## src/design/vrp_pkg.sv

```systemverilog
package vrp_pkg;

  // One input word: a byte of the range string, or the end marker.
  typedef struct packed {
    logic [7:0] ch;
    logic       at_end;
  } char_t;

  // One result word, given once per string on the end marker.
  typedef struct packed {
    logic        ok;
    logic [3:0]  form;
    logic [31:0] major;
    logic [31:0] minor;
    logic [31:0] patch;
    logic        has_major;
    logic        has_minor;
    logic        has_patch;
  } result_t;

  // Parser phase.
  typedef enum logic [3:0] {
    PH_LEAD,
    PH_OPSEL,
    PH_PREVER,
    PH_MAJ,
    PH_DOT1,
    PH_MIN,
    PH_DOT2,
    PH_PAT,
    PH_TRAIL
  } phase_t;

  // Parser control state that travels between the step logic and the top.
  typedef struct packed {
    phase_t     phase;
    logic [3:0] form;
    logic [2:0] part_flags;
    logic       digit_seen;
    logic       failed;
  } ctl_t;

  // Form codes.
  localparam logic [3:0] FORM_STAR  = 4'd0;
  localparam logic [3:0] FORM_CARET = 4'd1;
  localparam logic [3:0] FORM_TILDE = 4'd2;
  localparam logic [3:0] FORM_EQ    = 4'd3;
  localparam logic [3:0] FORM_GT    = 4'd4;
  localparam logic [3:0] FORM_GEQ   = 4'd5;
  localparam logic [3:0] FORM_LT    = 4'd6;
  localparam logic [3:0] FORM_LEQ   = 4'd7;
  localparam logic [3:0] FORM_BARE  = 4'd8;
  localparam logic [3:0] FORM_WILD  = 4'd9;

  // Characters.
  localparam logic [7:0] CH_SPACE = 8'h20;
  localparam logic [7:0] CH_TAB   = 8'h09;
  localparam logic [7:0] CH_NL    = 8'h0A;
  localparam logic [7:0] CH_DOT   = 8'h2E;
  localparam logic [7:0] CH_STAR  = 8'h2A;
  localparam logic [7:0] CH_CARET = 8'h5E;
  localparam logic [7:0] CH_TILDE = 8'h7E;
  localparam logic [7:0] CH_GT    = 8'h3E;
  localparam logic [7:0] CH_LT    = 8'h3C;
  localparam logic [7:0] CH_EQ    = 8'h3D;
  localparam logic [7:0] CH_ZERO  = 8'h30;
  localparam logic [7:0] CH_NINE  = 8'h39;

  localparam ctl_t CTL_RESET = '{
    phase:      PH_LEAD,
    form:       FORM_STAR,
    part_flags: 3'b000,
    digit_seen: 1'b0,
    failed:     1'b0
  };

endpackage

```

## src/design/version_range_parser.sv

```systemverilog
// Version-range parser.
// The char channel (char_valid, char_ready, char_data) carries one word per
// byte of the range string; a word with at_end set closes the string and
// carries no byte. The res channel (res_valid, res_ready, res_data) carries
// one word per string: ok, the form code, the three version numbers and the
// flags for which parts were present. On an error every field, ok included, is zero.
// Each byte is folded into the parser state in the cycle it is accepted, so
// the block takes one word every cycle but for an end word held back. The
// result is written to the output register when the end word is accepted.
// The per-byte path is one phase decode plus a multiply by ten done as two
// shifted adds on a NUMBER_BITS wide accumulator.
// While the receiver stalls, byte words are still taken, so the next string
// is parsed while the previous result waits; only an end word waits, with
// char_ready low, until the output register is empty or drained that cycle.
// Synchronous reset returns the parser to the leading-whitespace phase with
// all numbers and flags cleared and empties the output register. After each
// end word the parser state returns to that same condition.
module version_range_parser #(
  parameter int NUMBER_BITS = 32
) (
  input  logic             clk,
  input  logic             rst,
  input  logic             char_valid,
  output logic             char_ready,
  input  vrp_pkg::char_t   char_data,
  output logic             res_valid,
  input  logic             res_ready,
  output vrp_pkg::result_t res_data
);

  vrp_pkg::ctl_t          ctl;
  vrp_pkg::ctl_t          ctl_next;
  logic [NUMBER_BITS-1:0] major_acc;
  logic [NUMBER_BITS-1:0] minor_acc;
  logic [NUMBER_BITS-1:0] patch_acc;
  logic [NUMBER_BITS-1:0] major_next;
  logic [NUMBER_BITS-1:0] minor_next;
  logic [NUMBER_BITS-1:0] patch_next;
  logic [31:0]            major_out;
  logic [31:0]            minor_out;
  logic [31:0]            patch_out;
  logic                   ok;
  logic                   char_take;
  vrp_pkg::result_t       result;

  vrp_char_step #(
    .NUMBER_BITS(NUMBER_BITS)
  ) u_step (
    .ctl       (ctl),
    .major_acc (major_acc),
    .minor_acc (minor_acc),
    .patch_acc (patch_acc),
    .ch        (char_data.ch),
    .ctl_next  (ctl_next),
    .major_next(major_next),
    .minor_next(minor_next),
    .patch_next(patch_next)
  );

  // Numbers leave the block as 32-bit fields whatever the accumulator width.
  generate
    if (NUMBER_BITS >= 32) begin : g_trunc
      assign major_out = major_acc[31:0];
      assign minor_out = minor_acc[31:0];
      assign patch_out = patch_acc[31:0];
    end else begin : g_ext
      assign major_out = {{(32-NUMBER_BITS){1'b0}}, major_acc};
      assign minor_out = {{(32-NUMBER_BITS){1'b0}}, minor_acc};
      assign patch_out = {{(32-NUMBER_BITS){1'b0}}, patch_acc};
    end
  endgenerate

  // A string is complete after trailing whitespace, a wildcard or a lone
  // star, or while still inside a part that has at least one digit.
  assign ok = !ctl.failed &&
              ((ctl.phase == vrp_pkg::PH_TRAIL) ||
               (((ctl.phase == vrp_pkg::PH_MAJ) || (ctl.phase == vrp_pkg::PH_MIN) ||
                 (ctl.phase == vrp_pkg::PH_PAT)) && ctl.digit_seen));

  always_comb begin
    result = '0;
    if (ok) begin
      result.ok        = 1'b1;
      result.form      = ctl.form;
      result.major     = major_out;
      result.minor     = minor_out;
      result.patch     = patch_out;
      result.has_major = ctl.part_flags[0];
      result.has_minor = ctl.part_flags[1];
      result.has_patch = ctl.part_flags[2];
    end
  end

  // Only the end word needs room in the output register.
  assign char_ready = !res_valid || res_ready || !char_data.at_end;
  assign char_take  = char_valid && char_ready;

  always_ff @(posedge clk) begin
    if (rst) begin
      ctl       <= vrp_pkg::CTL_RESET;
      major_acc <= '0;
      minor_acc <= '0;
      patch_acc <= '0;
      res_valid <= 1'b0;
    end else begin
      if (res_valid && res_ready) begin
        res_valid <= 1'b0;
      end
      if (char_take) begin
        if (char_data.at_end) begin
          ctl       <= vrp_pkg::CTL_RESET;
          major_acc <= '0;
          minor_acc <= '0;
          patch_acc <= '0;
          res_valid <= 1'b1;
        end else begin
          ctl       <= ctl_next;
          major_acc <= major_next;
          minor_acc <= minor_next;
          patch_acc <= patch_next;
        end
      end
    end
  end

  always_ff @(posedge clk) begin
    if (char_take && char_data.at_end) begin
      res_data <= result;
    end
  end

endmodule

```

## src/design/vrp_char_step.sv

```systemverilog
module vrp_char_step #(
  parameter int NUMBER_BITS = 32
) (
  input  vrp_pkg::ctl_t            ctl,
  input  logic [NUMBER_BITS-1:0]   major_acc,
  input  logic [NUMBER_BITS-1:0]   minor_acc,
  input  logic [NUMBER_BITS-1:0]   patch_acc,
  input  logic [7:0]               ch,
  output vrp_pkg::ctl_t            ctl_next,
  output logic [NUMBER_BITS-1:0]   major_next,
  output logic [NUMBER_BITS-1:0]   minor_next,
  output logic [NUMBER_BITS-1:0]   patch_next
);

  logic                   is_ws;
  logic                   is_dig;
  logic [1:0]             part;
  logic [NUMBER_BITS-1:0] acc_sel;
  logic [NUMBER_BITS-1:0] acc_new;
  logic                   take;

  assign is_ws  = (ch == vrp_pkg::CH_SPACE) || (ch == vrp_pkg::CH_TAB) ||
                  (ch == vrp_pkg::CH_NL);
  assign is_dig = (ch >= vrp_pkg::CH_ZERO) && (ch <= vrp_pkg::CH_NINE);

  // The part a digit would go to follows from the phase alone.
  always_comb begin
    case (ctl.phase)
      vrp_pkg::PH_MIN, vrp_pkg::PH_DOT1: part = 2'd1;
      vrp_pkg::PH_PAT, vrp_pkg::PH_DOT2: part = 2'd2;
      default:                           part = 2'd0;
    endcase
  end

  always_comb begin
    case (part)
      2'd1:    acc_sel = minor_acc;
      2'd2:    acc_sel = patch_acc;
      default: acc_sel = major_acc;
    endcase
  end

  // acc * 10 + digit as two shifts and two adds; wraps at the accumulator width.
  assign acc_new = {acc_sel[NUMBER_BITS-4:0], 3'b000} +
                   {acc_sel[NUMBER_BITS-2:0], 1'b0} +
                   {{(NUMBER_BITS-4){1'b0}}, ch[3:0]};

  always_comb begin
    ctl_next = ctl;
    take     = 1'b0;
    if (!ctl.failed) begin
      case (ctl.phase)
        vrp_pkg::PH_LEAD: begin
          if (is_ws) begin
            ctl_next.phase = vrp_pkg::PH_LEAD;
          end else if (ch == vrp_pkg::CH_STAR) begin
            ctl_next.form  = vrp_pkg::FORM_STAR;
            ctl_next.phase = vrp_pkg::PH_TRAIL;
          end else if (ch == vrp_pkg::CH_CARET) begin
            ctl_next.form  = vrp_pkg::FORM_CARET;
            ctl_next.phase = vrp_pkg::PH_PREVER;
          end else if (ch == vrp_pkg::CH_TILDE) begin
            ctl_next.form  = vrp_pkg::FORM_TILDE;
            ctl_next.phase = vrp_pkg::PH_PREVER;
          end else if (ch == vrp_pkg::CH_EQ) begin
            ctl_next.form  = vrp_pkg::FORM_EQ;
            ctl_next.phase = vrp_pkg::PH_PREVER;
          end else if (ch == vrp_pkg::CH_GT) begin
            ctl_next.form  = vrp_pkg::FORM_GT;
            ctl_next.phase = vrp_pkg::PH_OPSEL;
          end else if (ch == vrp_pkg::CH_LT) begin
            ctl_next.form  = vrp_pkg::FORM_LT;
            ctl_next.phase = vrp_pkg::PH_OPSEL;
          end else if (is_dig) begin
            ctl_next.form = vrp_pkg::FORM_BARE;
            take          = 1'b1;
          end else begin
            ctl_next.failed = 1'b1;
          end
        end
        vrp_pkg::PH_OPSEL: begin
          if (ch == vrp_pkg::CH_EQ) begin
            ctl_next.form  = (ctl.form == vrp_pkg::FORM_GT) ? vrp_pkg::FORM_GEQ
                                                            : vrp_pkg::FORM_LEQ;
            ctl_next.phase = vrp_pkg::PH_PREVER;
          end else if (is_ws) begin
            ctl_next.phase = vrp_pkg::PH_PREVER;
          end else if (is_dig) begin
            take = 1'b1;
          end else begin
            ctl_next.failed = 1'b1;
          end
        end
        vrp_pkg::PH_PREVER: begin
          if (is_dig) begin
            take = 1'b1;
          end else if (!is_ws) begin
            ctl_next.failed = 1'b1;
          end
        end
        vrp_pkg::PH_MAJ, vrp_pkg::PH_MIN, vrp_pkg::PH_PAT: begin
          if (is_dig) begin
            take = 1'b1;
          end else if (ch == vrp_pkg::CH_DOT && ctl.phase != vrp_pkg::PH_PAT) begin
            ctl_next.phase      = (ctl.phase == vrp_pkg::PH_MAJ) ? vrp_pkg::PH_DOT1
                                                                 : vrp_pkg::PH_DOT2;
            ctl_next.digit_seen = 1'b0;
          end else if (is_ws) begin
            ctl_next.phase = vrp_pkg::PH_TRAIL;
          end else begin
            ctl_next.failed = 1'b1;
          end
        end
        vrp_pkg::PH_DOT1, vrp_pkg::PH_DOT2: begin
          if (ch == vrp_pkg::CH_STAR && ctl.form == vrp_pkg::FORM_BARE) begin
            ctl_next.form  = vrp_pkg::FORM_WILD;
            ctl_next.phase = vrp_pkg::PH_TRAIL;
          end else if (is_dig) begin
            take = 1'b1;
          end else begin
            ctl_next.failed = 1'b1;
          end
        end
        vrp_pkg::PH_TRAIL: begin
          if (!is_ws) begin
            ctl_next.failed = 1'b1;
          end
        end
        default: begin
          ctl_next.failed = 1'b1;
        end
      endcase

      if (take) begin
        ctl_next.digit_seen       = 1'b1;
        ctl_next.part_flags[part] = 1'b1;
        case (part)
          2'd1:    ctl_next.phase = vrp_pkg::PH_MIN;
          2'd2:    ctl_next.phase = vrp_pkg::PH_PAT;
          default: ctl_next.phase = vrp_pkg::PH_MAJ;
        endcase
      end
    end
  end

  assign major_next = (take && part == 2'd0) ? acc_new : major_acc;
  assign minor_next = (take && part == 2'd1) ? acc_new : minor_acc;
  assign patch_next = (take && part == 2'd2) ? acc_new : patch_acc;

endmodule

```

## config.mk

```make
export PLATFORM = sky130hd
export DESIGN_NAME = version_range_parser
export DESIGN_NICKNAME = d
export VERILOG_FILES = /design/src/design/vrp_pkg.sv /design/src/design/version_range_parser.sv /design/src/design/vrp_char_step.sv
export SDC_FILE = /design/constraint.sdc
export NUM_CORES = 1
export LEC_CHECK = 0
export BUFFER_PORTS_ARGS = -buffer_cell sky130_fd_sc_hd__buf_2
export CAP_MARGIN = 20
export CELL_PAD_IN_SITES_DETAIL_PLACEMENT = 1
export CELL_PAD_IN_SITES_GLOBAL_PLACEMENT = 2
export CORE_MARGIN = 3
export CORE_UTILIZATION = 40
export CTS_CLUSTER_DIAMETER = 120
export DETAILED_ROUTE_END_ITERATION = 10
export GPL_TIMING_DRIVEN = 0
export PLACE_DENSITY_LB_ADDON = 0.1
export SLEW_MARGIN = 30
export SYNTH_ARGS = -nofsm -noshare
export SYNTH_HDL_FRONTEND = slang
export SYNTH_SLANG_ARGS = --single-unit
```

## constraint.sdc

```tcl
create_clock -name clk -period 14.29 [get_ports clk]
set_input_delay 2.858 -clock clk [delete_from_list [all_inputs] [get_ports clk]]
set_output_delay 2.858 -clock clk [all_outputs]
set_load 0.03 [all_outputs]
```

==> reports/metrics.csv <==
metric,value,unit
run_status,"complete, no violations",
critPathMaxFanout,9,
power_density,110,mW/mm²
ys_ff_latch,214,
cp.arrival,3410,ps
path_buf_inv,2,
worst-slew-pin-transition,1070,ps
leakagePower,5.11,nW
post-place-ws,8000,ps
synth-edff-count,104,
core_area,0.0273,mm²
drc,0,
fin_skew,17.0,ps
nets,1397,
dr.max_layer_used,met5,
path_cells,"buf_2, nand3b_1, buf_2",
clock_tree.buffer_depth,3,
slowest_stage,buf_2,
wl_per_cell,22.8,µm
max-vdd-ir-drop,0.0000898,V
slowest_delay,210,ps
yosysSeqAreaShare,47.6,%
numCtsBuffers,25,
final_common_cell,nand2_1,
cts_tree,yes,
yosys.area.top_type,edfxtp_1,
totalPowerFinal,1.45,mW
drv_cap,0,
layout_common_cells,"nand2_1, buf_2, dfxtp_1",
grt_usage,25.6,%
synthTopCellsByArea,"edfxtp_1, dfxtp_1, ha_1, and2_1, nand2_1",
synth-main-ff-cell,dfxtp_1,
finalWeightedCongestion,0.889,
synth_cells,1174,
area_growth,17.6,%
worstSetupStartpointType,primary input,
setup_slack,8020,ps
final_layout_size_suffix_gt1_share,14.9,%
synthArstFlopShare,0,%
fmax,159,MHz
met1_length,18400,µm
htreeDepth,1,
numPortBuffers,117,
dr.pass1.iters,5,
grt-ovfl-total,0,
die_w,173,µm
cts_resized,0,
tns,0,ps
start_util,41.1,%
avgSynthCellArea,9.53,µm²
top_level_ports,119,
synth_fp_nets,1251,
max-slew-margin-rel,28.8,%
final_antenna_net_count,0,
cts-root-buf,clkbuf_16,
fill_cells,3159,
grt_pass1_vias,9810,
endpoint_kind,output port,
cts.sinks,214,
num_rows,60,
drt_iter0_drc,683,
cts.clk_slew.worst_paths,60,ps
vias,9588,
clock_latency,520,ps
antenna_found_initial,1,
yosysWarnings,0,
synth.distinct_cells,77,
period_share,43.9,%
hold_buffers,0,
hold_class,reg2reg,
finalSetupViolCount,0,
dr_wl_met2,17700,µm
die_area,0.0300,mm²
synth_area,0.0112,mm²
cts_setup_buffers,0,
grt_max_degree,54,
cpMostUsedCell,buf_2,
die_y,173,µm
synth_top_area_share,27.9,%
period_needed,6270,ps
grt_pass1_wl,60200,µm
required,11430,ps
viasPerCell,5.60,
critPathKind,in2out,
rsz0062_at_grt,no,
path_delay_family,buffers and inverters,
dr_wl_met3,2110,µm
dp_hpwl,29600,µm
hold_viol,0,
slew_violations,0,
wirelength,39000,µm
Yosys cell counts, types with 6 or more instances:
cell	number
o21a_1	11
dfxtp_1	110
nor2_1	68
a21oi_1	87
nand2_1	169
xor2_1	10
nor2b_1	11
a211oi_1	8
buf_2	12
a22oi_1	41
nor3_1	23
o311ai_1	6
nand3b_1	35
edfxtp_1	104
xnor2_1	10
o21ai_0	59
and2_1	106
ha_1	62
nor4b_1	9
or3_1	10
a21o_1	11
clkbuf_1	61
inv_1	17
nand3_1	12
o21ai_1	15
worst reg2reg max path, stage by stage (launching register included):
cell,delay (ps)
dfxtp_1,380
buf_2,230
nor3_1,400
ha_1,210
buf_2,230
clkbuf_1,650
a22oi_1,310
o21ai_0,550
fa_1,540
ha_1,340
a211oi_2,300
o21ai_2,160
a31oi_4,230
nor4_1,80
or4b_1,510
a31oi_1,240
xor2_1,450
o21ai_1,130
stage by stage:
step	cells	utilization, %	hold WS [ps]	instance area [µm²]
after floorplan	1174	-	440	11200
after CTS	1710	48.3	472	13200
final	1711	48.3	471	13200
after global routing	1710	48.3	502	13200
after detailed placement	1665	45.1	462	12300
after global placement	1663	44.9	452	12200
sequential cells by signal (all words and copies together), names as in the netlist:
register	cells
major_acc	32
res_data	104
res_valid	1
ctl	13
minor_acc	32
patch_acc	32
metal layers:
metal	GRT usage (%)	vias up
met3	3.81	53
met2	41.2	259
met1	36.5	4746
met5	0	-
met4	5.81	2
li1	-	4528
worst paths after layout:
path	to	start	cells past startpoint	slack, ps
max	char_ready	char_data[0]	3	8020
min	patch_acc[8]$_SDFFE_PP0P_	patch_acc[8]$_SDFFE_PP0P_	2	470
max reg2reg	patch_acc[19]$_SDFFE_PP0P_	ctl[12]$_SDFFE_PP0P_	17	8210
min reg2reg	patch_acc[8]$_SDFFE_PP0P_	patch_acc[8]$_SDFFE_PP0P_	2	470
kinds of logic after synthesis:
family	Yosys count	synth area share, %
AOI/OAI and AO/OA	295	17.2
xor gates and xnor gates	20	1.57
adders and majority gates	64	7.29
buffers and inverters	90	3.15
DFF	214	47.6
muxes	4	0.358
and+or+nand+nor	487	22.9
area by class of cell:
cell class | count | area (µm²) | share of cell area (%)
antenna | 1 | 2.50 | 0.0190
buffer | 73 | 293 | 2.22
clock buffer | 29 | 671 | 5.10
clock inverter | 16 | 193 | 1.46
inverter | 17 | 63.8 | 0.485
multi-input combinational | 870 | 5520 | 41.9
sequential | 214 | 5330 | 40.5
tap | 372 | 465 | 3.54
timing repair buffer | 119 | 633 | 4.81
where the power goes:
part           total [mW]  switching, mW  internal, mW
combinational       0.117         0.0892        0.0276
clock               0.675          0.267         0.409
sequential          0.659        0.00525         0.654
total                1.45          0.361          1.09
Note: power is estimated with default switching activity, not from simulation.
